$ cat src/sv/can_integrity_crc_pack_check_macros.svh
// Assertion macros shared by the CAN integrity CRC block.
`ifndef CAN_INTEGRITY_CRC_PACK_CHECK_MACROS_SVH
`define CAN_INTEGRITY_CRC_PACK_CHECK_MACROS_SVH

`ifndef NO_ASSERTIONS
// Clocked on clk, quiet while rst is high.
`define CICC_ASSERT(lbl, prop) \
  lbl: assert property (@(posedge clk) disable iff (rst) prop) \
    else $error("assertion failed");
// Clocked on a given clock, checked in every cycle.
`define CICC_ASSERT_CLK(lbl, clock, prop) \
  lbl: assert property (@(posedge clock) prop) \
    else $error("assertion failed");
`else
`define CICC_ASSERT(lbl, prop)
`define CICC_ASSERT_CLK(lbl, clock, prop)
`endif

`endif

$ cat src/sv/cicc_pkg.sv
// Types, constants and CRC helper functions for the CAN integrity CRC block.
`default_nettype none

package cicc_pkg;

  // Default frame limit: four identifier bytes, payload, one sequence byte
  localparam int MaxFrameBytes = 10;
  localparam int IdBytes       = 4;

  // Configuration port
  localparam int AddrW = 5;
  localparam int DataW = 32;

  typedef enum logic [2:0] {
    REG_POLY        = 3'd0,
    REG_INIT_VALUE  = 3'd1,
    REG_FINAL_XOR   = 3'd2,
    REG_REFLECT_IN  = 3'd3,
    REG_REFLECT_OUT = 3'd4
  } cicc_reg_t;

  localparam logic [15:0] PolyReset      = 16'h1021;
  localparam logic [15:0] InitReset      = 16'hFFFF;
  localparam logic [15:0] FinalXorReset  = 16'h0000;

  typedef struct packed {
    logic [15:0] poly;
    logic [15:0] init_value;
    logic [15:0] final_xor;
    logic        reflect_in;
    logic        reflect_out;
  } cicc_cfg_t;

  function automatic logic [7:0] rev8(input logic [7:0] v);
    logic [7:0] r;
    for (int k = 0; k < 8; k++) begin
      r[k] = v[7-k];
    end
    return r;
  endfunction

  function automatic logic [15:0] rev16(input logic [15:0] v);
    logic [15:0] r;
    for (int k = 0; k < 16; k++) begin
      r[k] = v[15-k];
    end
    return r;
  endfunction

  // One byte through the MSB-first remainder, eight bit steps
  function automatic logic [15:0] crc_byte(input logic [15:0] rem_in,
                                           input logic [7:0]  b,
                                           input logic [15:0] p);
    logic [15:0] r;
    r = rem_in ^ {b, 8'h00};
    for (int k = 0; k < 8; k++) begin
      r = r[15] ? ({r[14:0], 1'b0} ^ p) : {r[14:0], 1'b0};
    end
    return r;
  endfunction

endpackage

`default_nettype wire

$ cat src/sv/cicc_if.sv
// Valid/ready channel interfaces for message items and result items.
`default_nettype none

interface cicc_in_if;
  logic        valid;
  logic        ready;
  logic        op;
  logic [31:0] can_id;
  logic [3:0]  dlc;
  logic [63:0] frame_data;
  logic [7:0]  seq_in;

  modport source (output valid, op, can_id, dlc, frame_data, seq_in, input ready);
  modport sink   (input valid, op, can_id, dlc, frame_data, seq_in, output ready);
endinterface

interface cicc_out_if;
  logic        valid;
  logic        ready;
  logic [63:0] msg_data;
  logic [15:0] mic;
  logic [7:0]  seq_out;
  logic        crc_ok;
  logic        dlc_error;

  modport source (output valid, msg_data, mic, seq_out, crc_ok, dlc_error, input ready);
  modport sink   (input valid, msg_data, mic, seq_out, crc_ok, dlc_error, output ready);
endinterface

`default_nettype wire

$ cat src/sv/cicc_cfg.sv
// APB register file holding the CRC settings.
`default_nettype none

module cicc_cfg import cicc_pkg::*; (
  input  logic             clk,
  input  logic             rst,
  input  logic             psel,
  input  logic             penable,
  input  logic             pwrite,
  input  logic [AddrW-1:0] paddr,
  input  logic [DataW-1:0] pwdata,
  output logic [DataW-1:0] prdata,
  output logic             pready,
  output cicc_cfg_t        cfg
);

  cicc_reg_t reg_sel;
  logic      wr_en;

  assign pready  = 1'b1;
  assign reg_sel = cicc_reg_t'(paddr[AddrW-1:2]);
  assign wr_en   = psel && penable && pwrite && pready;

  // Write the addressed register; unknown addresses drop the write
  always_ff @(posedge clk) begin
    if (rst) begin
      cfg.poly        <= PolyReset;
      cfg.init_value  <= InitReset;
      cfg.final_xor   <= FinalXorReset;
      cfg.reflect_in  <= 1'b0;
      cfg.reflect_out <= 1'b0;
    end else if (wr_en) begin
      case (reg_sel)
        REG_POLY:        cfg.poly        <= pwdata[15:0];
        REG_INIT_VALUE:  cfg.init_value  <= pwdata[15:0];
        REG_FINAL_XOR:   cfg.final_xor   <= pwdata[15:0];
        REG_REFLECT_IN:  cfg.reflect_in  <= pwdata[0];
        REG_REFLECT_OUT: cfg.reflect_out <= pwdata[0];
        default: ;
      endcase
    end
  end

  // Read back the addressed register
  always_comb begin
    case (reg_sel)
      REG_POLY:        prdata = {16'h0000, cfg.poly};
      REG_INIT_VALUE:  prdata = {16'h0000, cfg.init_value};
      REG_FINAL_XOR:   prdata = {16'h0000, cfg.final_xor};
      REG_REFLECT_IN:  prdata = {31'h0, cfg.reflect_in};
      REG_REFLECT_OUT: prdata = {31'h0, cfg.reflect_out};
      default:         prdata = '0;
    endcase
  end

endmodule

`default_nettype wire

$ cat src/sv/cicc_crc.sv
// Byte-serial CRC-16 remainder register with input and output reflection and final XOR.
`default_nettype none

module cicc_crc import cicc_pkg::*; (
  input  logic        clk,
  input  logic        start,
  input  logic        step,
  input  logic [7:0]  byte_in,
  input  cicc_cfg_t   cfg,
  output logic [15:0] crc
);

  logic [15:0] rem;
  logic [7:0]  byte_ord;
  logic [15:0] rem_out;

  assign byte_ord = cfg.reflect_in ? rev8(byte_in) : byte_in;

  // Load the initial remainder, then fold in one byte per cycle
  always_ff @(posedge clk) begin
    if (start) begin
      rem <= cfg.init_value;
    end else if (step) begin
      rem <= crc_byte(rem, byte_ord, cfg.poly);
    end
  end

  // Finish the remainder
  assign rem_out = cfg.reflect_out ? rev16(rem) : rem;
  assign crc     = rem_out ^ cfg.final_xor;

endmodule

`default_nettype wire

$ cat src/sv/can_integrity_crc_pack_check.sv
// Top level of the CAN message integrity block: byte sequencer and result register.
//
// Usage:
//   req carries one CAN message per item (op, can_id, dlc, frame_data, seq_in);
//   rsp carries one result item per message. Both use valid/ready; an item
//   moves at a rising edge with valid and ready high.
//   op 0 seals the message: payload, sequence byte and big-endian CRC in
//   msg_data. op 1 checks it: the sequence byte and received CRC are taken
//   from the bytes after the payload; crc_ok compares the received CRC to the computed one.
//   The APB port sets poly, init_value, final_xor, reflect_in, reflect_out;
//   write it only while no message is in flight.
// Timing:
//   The frame is fed through one shift register into the CRC unit one byte
//   per cycle: plen + 5 bytes, plen = min(dlc - 3, MAX_FRAME_BYTES - 5).
//   The result is registered in the FINISH state and req.ready rises with
//   it, so a new message is accepted only once the previous one has left
//   the sequencer.
//   A dlc below 3 skips the CRC and goes straight from IDLE to FINISH.
// Reset clears the sequencer and drops any pending result. When the
// receiver stalls, the result register holds; one more message may run
// and then waits for the result register to free up.
`default_nettype none

`include "can_integrity_crc_pack_check_macros.svh"

module can_integrity_crc_pack_check import cicc_pkg::*; #(
  parameter int MAX_FRAME_BYTES = MaxFrameBytes
) (
  input  logic             clk,
  input  logic             rst,
  cicc_in_if.sink          req,
  cicc_out_if.source       rsp,
  input  logic             psel,
  input  logic             penable,
  input  logic             pwrite,
  input  logic [AddrW-1:0] paddr,
  input  logic [DataW-1:0] pwdata,
  output logic [DataW-1:0] prdata,
  output logic             pready
);

  localparam int          CntW     = $clog2(MAX_FRAME_BYTES);
  localparam logic [3:0]  MaxPlen  = 4'(MAX_FRAME_BYTES - 5);
  localparam logic [3:0]  DlcMin   = 4'd3;

  typedef enum logic [1:0] {IDLE, RUN, FINISH} state_t;

  state_t          state;
  cicc_cfg_t       cfg;
  logic [95:0]     shreg;
  logic [CntW-1:0] cnt;
  logic [CntW-1:0] last;
  logic            op_r;
  logic            err;
  logic [7:0]      seq_r;
  logic [7:0][7:0] dout;
  logic [7:0][7:0] fin_data;
  logic [3:0]      plen_raw;
  logic [3:0]      plen_c;
  logic [2:0]      pay_idx;
  logic [2:0]      plen3;
  logic [7:0]      feed_byte;
  logic [15:0]     crc;
  logic            accept;
  logic            crc_match;

  logic            out_valid;
  logic [63:0]     out_data;
  logic [15:0]     out_mic;
  logic [7:0]      out_seq;
  logic            out_ok;
  logic            out_err;

  cicc_cfg u_cfg (
    .clk     (clk),
    .rst     (rst),
    .psel    (psel),
    .penable (penable),
    .pwrite  (pwrite),
    .paddr   (paddr),
    .pwdata  (pwdata),
    .prdata  (prdata),
    .pready  (pready),
    .cfg     (cfg)
  );

  cicc_crc u_crc (
    .clk     (clk),
    .start   (accept),
    .step    (state == RUN),
    .byte_in (feed_byte),
    .cfg     (cfg),
    .crc     (crc)
  );

  assign req.ready = (state == IDLE);
  assign accept    = req.valid && req.ready;

  // Clamp the payload length
  always_comb begin
    plen_raw = req.dlc - DlcMin;
    plen_c   = (plen_raw > MaxPlen) ? MaxPlen : plen_raw;
  end

  // Sealing swaps the sequence byte in for the last frame byte
  assign feed_byte = ((cnt == last) && !op_r) ? seq_r : shreg[95:88];
  assign pay_idx   = 3'(cnt - CntW'(IdBytes));
  assign plen3     = 3'(last - CntW'(IdBytes));

  // Received CRC sits at the top of the shift register once the frame is in
  assign crc_match = (shreg[95:80] == crc);

  // Place the CRC after the sequence byte when sealing
  always_comb begin
    fin_data = dout;
    if (!op_r) begin
      fin_data[~3'(plen3 + 3'd1)] = crc[15:8];
      fin_data[~3'(plen3 + 3'd2)] = crc[7:0];
    end
  end

  // Sequencer and result register
  always_ff @(posedge clk) begin
    if (rst) begin
      state     <= IDLE;
      out_valid <= 1'b0;
    end else begin
      if (out_valid && rsp.ready && (state != FINISH)) begin
        out_valid <= 1'b0;
      end
      case (state)
        IDLE: begin
          if (accept) begin
            shreg <= {req.can_id, req.frame_data};
            op_r  <= req.op;
            seq_r <= req.seq_in;
            cnt   <= '0;
            last  <= CntW'(plen_c) + CntW'(IdBytes);
            dout  <= '0;
            err   <= (req.dlc < DlcMin);
            state <= (req.dlc < DlcMin) ? FINISH : RUN;
          end
        end
        RUN: begin
          // Advance one frame byte
          shreg <= {shreg[87:0], 8'h00};
          cnt   <= cnt + CntW'(1);
          if ((cnt >= CntW'(IdBytes)) && ((cnt != last) || !op_r)) begin
            dout[~pay_idx] <= feed_byte;
          end
          if (cnt == last) begin
            seq_r <= feed_byte;
            state <= FINISH;
          end
        end
        FINISH: begin
          // Hold until the result register is free
          if (!out_valid || rsp.ready) begin
            out_valid <= 1'b1;
            out_err   <= err;
            if (err) begin
              out_data <= '0;
              out_mic  <= '0;
              out_seq  <= '0;
              out_ok   <= 1'b0;
            end else begin
              out_data <= fin_data;
              out_mic  <= crc;
              out_seq  <= seq_r;
              out_ok   <= op_r && crc_match;
            end
            state <= IDLE;
          end
        end
        default: state <= IDLE;
      endcase
    end
  end

  assign rsp.valid     = out_valid;
  assign rsp.msg_data  = out_data;
  assign rsp.mic       = out_mic;
  assign rsp.seq_out   = out_seq;
  assign rsp.crc_ok    = out_ok;
  assign rsp.dlc_error = out_err;

  `CICC_ASSERT(a_err_zero, out_valid && out_err |-> out_data == '0 && out_mic == '0 && !out_ok)
  `CICC_ASSERT(a_cnt_range, state == RUN |-> cnt <= last)
  `CICC_ASSERT(a_busy_after_accept, req.valid && req.ready |=> !req.ready)
  `CICC_ASSERT(a_out_from_finish, $rose(rsp.valid) |-> $past(state == FINISH))

endmodule

`default_nettype wire
$ cat src/flat_wrapper.sv
// flat-port wrapper written by rule: the top's interface ports become plain ports
module can_integrity_crc_pack_check_flat import cicc_pkg::*;
#(
  parameter int MAX_FRAME_BYTES = MaxFrameBytes
)
  (clk, rst, psel, penable, pwrite, paddr, pwdata, prdata, pready, req_valid, req_op, req_can_id, req_dlc, req_frame_data, req_seq_in, req_ready, rsp_valid, rsp_msg_data, rsp_mic, rsp_seq_out, rsp_crc_ok, rsp_dlc_error, rsp_ready);
  cicc_in_if req_i ();
  cicc_out_if rsp_i ();
  input  logic clk;
  input  logic rst;
  input  logic psel;
  input  logic penable;
  input  logic pwrite;
  input  logic [AddrW-1:0] paddr;
  input  logic [DataW-1:0] pwdata;
  output logic [DataW-1:0] prdata;
  output logic pready;
  input wire logic [$bits(req_i.valid)-1:0] req_valid;
  input wire logic [$bits(req_i.op)-1:0] req_op;
  input wire logic [$bits(req_i.can_id)-1:0] req_can_id;
  input wire logic [$bits(req_i.dlc)-1:0] req_dlc;
  input wire logic [$bits(req_i.frame_data)-1:0] req_frame_data;
  input wire logic [$bits(req_i.seq_in)-1:0] req_seq_in;
  output wire logic [$bits(req_i.ready)-1:0] req_ready;
  output wire logic [$bits(rsp_i.valid)-1:0] rsp_valid;
  output wire logic [$bits(rsp_i.msg_data)-1:0] rsp_msg_data;
  output wire logic [$bits(rsp_i.mic)-1:0] rsp_mic;
  output wire logic [$bits(rsp_i.seq_out)-1:0] rsp_seq_out;
  output wire logic [$bits(rsp_i.crc_ok)-1:0] rsp_crc_ok;
  output wire logic [$bits(rsp_i.dlc_error)-1:0] rsp_dlc_error;
  input wire logic [$bits(rsp_i.ready)-1:0] rsp_ready;
  assign req_i.valid = req_valid;
  assign req_i.op = req_op;
  assign req_i.can_id = req_can_id;
  assign req_i.dlc = req_dlc;
  assign req_i.frame_data = req_frame_data;
  assign req_i.seq_in = req_seq_in;
  assign req_ready = req_i.ready;
  assign rsp_valid = rsp_i.valid;
  assign rsp_msg_data = rsp_i.msg_data;
  assign rsp_mic = rsp_i.mic;
  assign rsp_seq_out = rsp_i.seq_out;
  assign rsp_crc_ok = rsp_i.crc_ok;
  assign rsp_dlc_error = rsp_i.dlc_error;
  assign rsp_i.ready = rsp_ready;
  can_integrity_crc_pack_check #(.MAX_FRAME_BYTES(MAX_FRAME_BYTES)) u_core (.clk(clk), .rst(rst), .req(req_i), .rsp(rsp_i), .psel(psel), .penable(penable), .pwrite(pwrite), .paddr(paddr), .pwdata(pwdata), .prdata(prdata), .pready(pready));
endmodule
$ cat config.mk
export PLATFORM = sky130hd
export DESIGN_NAME = can_integrity_crc_pack_check_flat
export DESIGN_NICKNAME = d
export VERILOG_FILES = /design/src/sv/cicc_pkg.sv /design/src/sv/cicc_if.sv /design/src/sv/cicc_cfg.sv /design/src/sv/cicc_crc.sv /design/src/sv/can_integrity_crc_pack_check.sv /design/src/flat_wrapper.sv
export VERILOG_INCLUDE_DIRS = /design/src /design/src/sv
export SDC_FILE = /design/constraint.sdc
export NUM_CORES = 1
export LEC_CHECK = 0
export ABC_AREA = 1
export BUFFER_PORTS_ARGS = -buffer_cell sky130_fd_sc_hd__buf_4
export CORE_ASPECT_RATIO = 1.1
export CORE_MARGIN = 10
export CORE_UTILIZATION = 62
export DETAILED_ROUTE_END_ITERATION = 12
export GPL_TIMING_DRIVEN = 0
export PLACE_DENSITY = 0.88
export SYNTH_ARGS = -nofsm -noshare
export SYNTH_HDL_FRONTEND = slang
export SYNTH_SLANG_ARGS = --single-unit
$ cat constraint.sdc
create_clock -name clk -period 15.1 [get_ports clk]
set_input_delay 1.51 -clock clk [delete_from_list [all_inputs] [get_ports clk]]
set_output_delay 1.51 -clock clk [all_outputs]
set_load 0.005 [all_outputs]
## Yosys cells after proc, flatten, opt, wreduce, memory -nomap -nowiden

Cells that the tools add are included.

- Register bits: 337
- Input port bits: 153
- Output and inout bits: 125
- Word-level logic and storage cells: 144

- $add $sub $neg: 7
- $lt $le $gt $ge: 9
- Equal/unequal tests: 14
- Muxes and demuxes: 43
- Bitwise logic cells: 14
- Reduce and logical (&&, ||, !) cells: 30

Operators with widths:

| cell | count |
|---|---|
| $bwmux 64 | 3 |
| $mux 64 | 3 |
| $pmux 96 s2 | 1 |
| $mux 16 | 11 |
| $xor 16x16->16 | 10 |
| $pmux 64 s2 | 1 |
| $mux 96 | 1 |
| $pmux 16 s5 | 1 |
| $demux 8 s3 | 3 |
| $mux 8 | 7 |
| $eq 16x16->1 | 1 |
| $pmux 8 s2 | 1 |
| $lt 3x4->1 const B | 3 |
| $reduce_and 3->1 | 4 |
| $logic_and 1x1->1 | 11 |
| $reduce_and 2->1 | 5 |
| $ge 3x1->1 const B | 3 |
| $not 3->3 | 3 |
| $mux 2 | 4 |
| $mux 4 | 2 |
| $pmux 4 s2 | 1 |
| $reduce_and 4->1 | 2 |
| $eq 3x2->1 const B | 2 |
| $ne 2x1->1 const B | 3 |
| other kinds (24) | 31 |

## Depth between registers and ports, before layout

- Word-level depth: 23
- Gate-level depth with buffers: 39
- Depth with buffers taken out: 36

## By module

A second synthesis with hierarchy kept.

- Cells, all modules: 2633
- Area total of the unflattened synthesis: 20250.7 um^2

Modules (own cells, without submodules):

| module | instances | cells each | area each (um^2) | sequential area each (um^2) |
|---|---|---|---|---|
| can_integrity_crc_pack_check | 1 | 1560 | 13783.2 | 8107.8 |
| cicc_crc | 1 | 694 | 3968.8 | 480.5 |
| cicc_cfg | 1 | 379 | 2498.6 | 1001.0 |

## Worst setup path before layout

OpenSTA, ideal clock, no wires.

- Path kind: input to register
- From: input rst
- To: register u_core.out_ok (netlist: u_core.rsp.crc_ok) (enable)
- Setup time: 0.649 ns
- Arrival time: 7.815 ns
- Required time: 14.451 ns
- Path slack: 6.636 ns
- Cell stages on the path: 2
- Path buffers: 1
- Cells stage by stage: clkbuf_1 > nor3_1

- Cells in the longest elaborated chain, start to end: 2

RTL lines:

| item | RTL line | text |
|---|---|---|
| start, declared | flat_wrapper.sv:10 | `input logic rst;` |
| $not 1->1 (no source line) | n/a |  |
| $reduce_and 3->1 (no source line) | n/a |  |
| end signal, assigned | can_integrity_crc_pack_check.sv:170 | `out_ok <= op_r && crc_match;` |
| end, declared | can_integrity_crc_pack_check.sv:71 | `logic out_ok;` |

No other way between the ends.
A chain may end at the register's enable or synchronous reset.

## Worst setup path in the final report

- From: register u_core.last[1]
- To: register u_core.u_crc.rem[15] (data pin)

- Cells in the longest elaborated chain, start to end: 22
- Elaborated cells between the ends (all ways): 23
- Those cells by class: eq/ne: 1; mux: 12; bitwise: 9; reduce/logical: 1

RTL lines:

| item | RTL line | text |
|---|---|---|
| start, declared | can_integrity_crc_pack_check.sv:52 | `logic [CntW-1:0] last;` |
| start signal, assigned | can_integrity_crc_pack_check.sv:138 | `last <= CntW'(plen_c) + CntW'(IdBytes);` |
| $eq 4x4->1 (*) | can_integrity_crc_pack_check.sv:106 | `assign feed_byte = ((cnt == last) && !op_r) ? seq_r : shreg[95:88];` |
| $logic_and 1x1->1 (*) | can_integrity_crc_pack_check.sv:106 |  |
| $mux 8 (*) | can_integrity_crc_pack_check.sv:106 |  |
| $mux 8 (*) | cicc_crc.sv:17 | `assign byte_ord = cfg.reflect_in ? rev8(byte_in) : byte_in;` |
| $xor 16x16->16 (*) | cicc_pkg.sv:55 | `r = rem_in ^ {b, 8'h00};` |
| $mux 16 (*) | cicc_pkg.sv:57 | `r = r[15] ? ({r[14:0], 1'b0} ^ p) : {r[14:0], 1'b0};` |
| $xor 16x16->16 / $mux 16 (equally long branches) | cicc_pkg.sv:57 |  |
| $mux 16 (*) | cicc_pkg.sv:57 |  |
| [... 6 more ...] | n/a |  |
| $xor 16x16->16 / $mux 16 (equally long branches) | cicc_pkg.sv:57 |  |
| $mux 16 (*) | cicc_pkg.sv:57 |  |
| $xor 16x16->16 / $mux 16 (equally long branches) | cicc_pkg.sv:57 |  |
| $mux 16 (*) | cicc_pkg.sv:57 |  |
| $xor 16x16->16 / $mux 16 (equally long branches) | cicc_pkg.sv:57 |  |
| $mux 16 (*) | cicc_pkg.sv:57 |  |
| $mux 16 (*) | cicc_crc.sv:23 | `end else if (step) begin` |
| $mux 16 (*) | cicc_crc.sv:21 | `if (start) begin` |
| end signal, assigned | cicc_crc.sv:22 | `rem <= cfg.init_value;` |
| end signal, assigned | cicc_crc.sv:24 | `rem <= crc_byte(rem, byte_ord, cfg.poly);` |
| end, declared | cicc_crc.sv:13 | `logic [15:0] rem;` |

Mark *: on every way between the ends. The rest lies on a longest branch, timed or not. The select of a mux whose other input is x is not followed.

==> results.sh <==
export IMPL_yosys_warnings=0
export IMPL_fin_nets=2685
export IMPL_syn_avg_cell_area_um2=8.36
export IMPL_clock_sinks=337
export IMPL_finalCriticalPeriod_ps=5230
export IMPL_power_density_nw_per_um2=175
export IMPL_grt_total_usage_pct=32.7
export IMPL_placedCellCount=2866
export IMPL_hold_violations=0
export IMPL_ys_seq_area_share_pct=51.6
export IMPL_htreeDepth=2
export IMPL_clk_latency_ps=540
export IMPL_drc=0
export IMPL_path_buf_inv=8
export IMPL_power_leakage_nw=10.0
export IMPL_die_h_um=202
export IMPL_start_util_pct=62.9
export IMPL_netlist_area_um2=18600
export IMPL_yosysUniqueCellTypes=43
export IMPL_rsz0062_at_grt="false"
export IMPL_timing_fmax_mhz=191
export IMPL_wl_per_cell_um=21.6
export IMPL_rr_startpoint="u_core.last[1]$_SDFFCE_PN0P_"
export IMPL_min_from="u_core.shreg[44]$_DFFE_PP_"
export IMPL_hold_buffers=0
export IMPL_drive_above_1_share_pct=15.5
export IMPL_synth_edff_count=284
export IMPL_cpPeakStageDelay_ps=550
export IMPL_worstPathRequired_ps=15380
export IMPL_dieArea_um2=37300
export IMPL_slowest_stage="edfxtp_1"
export IMPL_worst_ep_arrival_time_ps=5510
export IMPL_tns_ps=0
export IMPL_grt_max_degree=66
export IMPL_wirelength_um=63400
export IMPL_hold_path_class="reg -> reg"
export IMPL_report_final_slew_viol_count=0
export IMPL_cts_clk_slew_worst_paths_ps=60
export IMPL_slew_headroom_pct=27.0
export IMPL_syn_to_final_growth_pct=19.7
export IMPL_fin_worst_skew_ps=23.8
export IMPL_die_w_um=185
export IMPL_dr_first_iter_drc_count=2253
export IMPL_crit_family="simple AND/OR/NAND/NOR gates"
export IMPL_post_synth_inst_count=2226
export IMPL_path_common_cell="nand2_1"
export IMPL_viasPerCell=6.02
export IMPL_grt_pass1_wl_um=94900
export IMPL_routabilityCongestion=1.01
export IMPL_path_max_fanout=10
export IMPL_worst_pin_slew_ps=1100
export IMPL_ys_ff_latch=337
export IMPL_ant_nets=0
export IMPL_numCtsBuffers=34
export IMPL_cts_setup_buffers=0
export IMPL_root_buffer="clkbuf_16"
export IMPL_async_flop_share_pct=0
export IMPL_synthFlopType="edfxtp_1"
export IMPL_ir_drop_mv=0.159
export IMPL_worstSetupEndpointType="flip-flop"
export IMPL_portBuffers=240
export IMPL_cts_tree="done"
export IMPL_boundaryPins=278
export IMPL_final_cell_count_no_fill=2929
export IMPL_cap_violations=0
export IMPL_grt_pass1_vias=16941
export IMPL_core_um2=29600
export IMPL_vias=17621
export IMPL_worstSetupStartpointType="flip-flop"
export IMPL_crit_type="reg -> reg"
export IMPL_cts_repair_resized=0
export IMPL_place_hpwl_um=47300
export IMPL_status="completed"
export IMPL_startpoint="u_core.last[1]$_SDFFCE_PN0P_"
export IMPL_fp_row_count=66
export IMPL_overflow=0
export IMPL_timing_final_crit_share_pct=34.7
export IMPL_clk_path_buf_depth=3
export IMPL_antenna_found_initial=1
export IMPL_setup_viol=0
export IMPL_drt_pre_antenna_iters=8
[cell families (layout without fill, tap and decap cells)]
kind of cell	count (synthesis)	after routing	synth area share, %
buffers and inverters	441	754	9.60
other	2	18	0.0404
XOR/XNOR	83	83	3.91
adder cells (fa/ha/maj)	4	4	0.269
AO/OA/AOI/OAI	410	410	13.3
flip-flops	337	337	51.6
AND/OR/NAND/NOR	949	949	21.3
[Yosys cell counts (8+ instances only)]
cell,instances,area (um^2)
xor2_1,56,490
inv_2,14,52.6
xnor2_1,27,236
inv_1,282,1060
nor2_1,115,432
o221ai_1,15,131
edfxtp_1,284,8530
nand3_2,8,80.1
nand4_1,15,93.8
a221oi_1,66,578
dfxtp_1,53,1060
o21ai_0,138,691
o22ai_1,68,425
buf_2,13,65.1
buf_4,21,158
clkbuf_1,91,342
clkinv_1,11,41.3
a21oi_1,104,521
a31oi_1,8,50.1
nand2_1,631,2370
nand2_2,17,106
nand3_1,133,666
nor3_1,12,60.1
[through the flow]
stage          area (um^2)  util (%)  hold WS, ps  power (mW)  setup slack (ps)
2_1_floorplan        18700         -          424        2.44              6640
3_3_place_gp         20900      70.8          492        2.92              4510
3_5_place_dp         21100      71.4          505        2.98             10060
4_1_cts              22300      75.3          519        3.84             10030
5_1_grt              22300      75.3          532        4.07              9580
6_report             22300      75.3          518        3.90              9870
[layout by cell type (no fill, tap or decap), drive strengths merged]
cell	n
a2111oi	2
a21oi	104
a221oi	66
a311oi	1
a31oi	8
buf	293
bufinv	3
clkbuf	135
clkinv	23
clkinvlp	2
conb	17
dfxtp	53
diode	1
edfxtp	284
ha	4
inv	298
nand2	651
nand2b	2
nand3	142
nand4	15
nor2	120
nor3	12
nor4	3
o2111ai	1
o211ai	1
o21ai	142
o21bai	1
o221ai	15
o22ai	68
o31ai	1
or2	4
xnor2	27
xor2	56
[final timing paths]
check | end | slack, ps | depth (start not counted)
max reg2reg | u_core.u_crc.rem[15]$_DFFE_PP_ | 9870 | 35
min reg2reg | u_core.shreg[52]$_DFFE_PP_ | 520 | 2
min | u_core.shreg[52]$_DFFE_PP_ | 520 | 2
max | u_core.u_crc.rem[15]$_DFFE_PP_ | 9870 | 35
[routing by layer]
| metal | routed length (um) | track usage, % | share of wire (%) | vias up |
|---|---|---|---|---|
| li1 | - | - | - | 8029 |
| met1 | 22700 | 38.7 | 36 | 8102 |
| met2 | 29700 | 54.0 | 47 | 1226 |
| met3 | 7290 | 7.73 | 11 | 264 |
| met4 | 3740 | 17.2 | 5.9 | 0 |
| met5 | 0 | 0 | 0 | - |
[tightest hold or removal path: cells and delay by family (launching register included)]
kind          cells  cell delay [ps]
simple gates      2              100
flops             1              320
[cell type report]
type	instances	area, um^2
clock buffer	44	930
multi-input combinational	1463	7300
timing repair buffer	251	1970
tap	374	468
fill	2196	7310
antenna	1	2.50
sequential	337	9590
buffer	133	624
inverter	308	1160
clock inverter	18	211
[state kept, by name, summed over array words and instances (netlist names), 8 cells and up]
signal,count
u_core.seq_r,8
u_core.shreg,96
u_core.u_cfg.cfg,50
u_core.rsp.msg_data,64
u_core.rsp.mic,16
u_core.rsp.seq_out,8
u_core.dout,64
u_core.u_crc.rem,16
[where the power goes]
part / leakage, nW / internal, mW / switching (mW)
clock network: 0.550 / 0.495 / 0.373
registers: 3.12 / 1.26 / 0.0799
logic: 6.37 / 0.510 / 1.18
total: 10.0 / 2.26 / 1.63
Power figures use the tool's default switching activity.
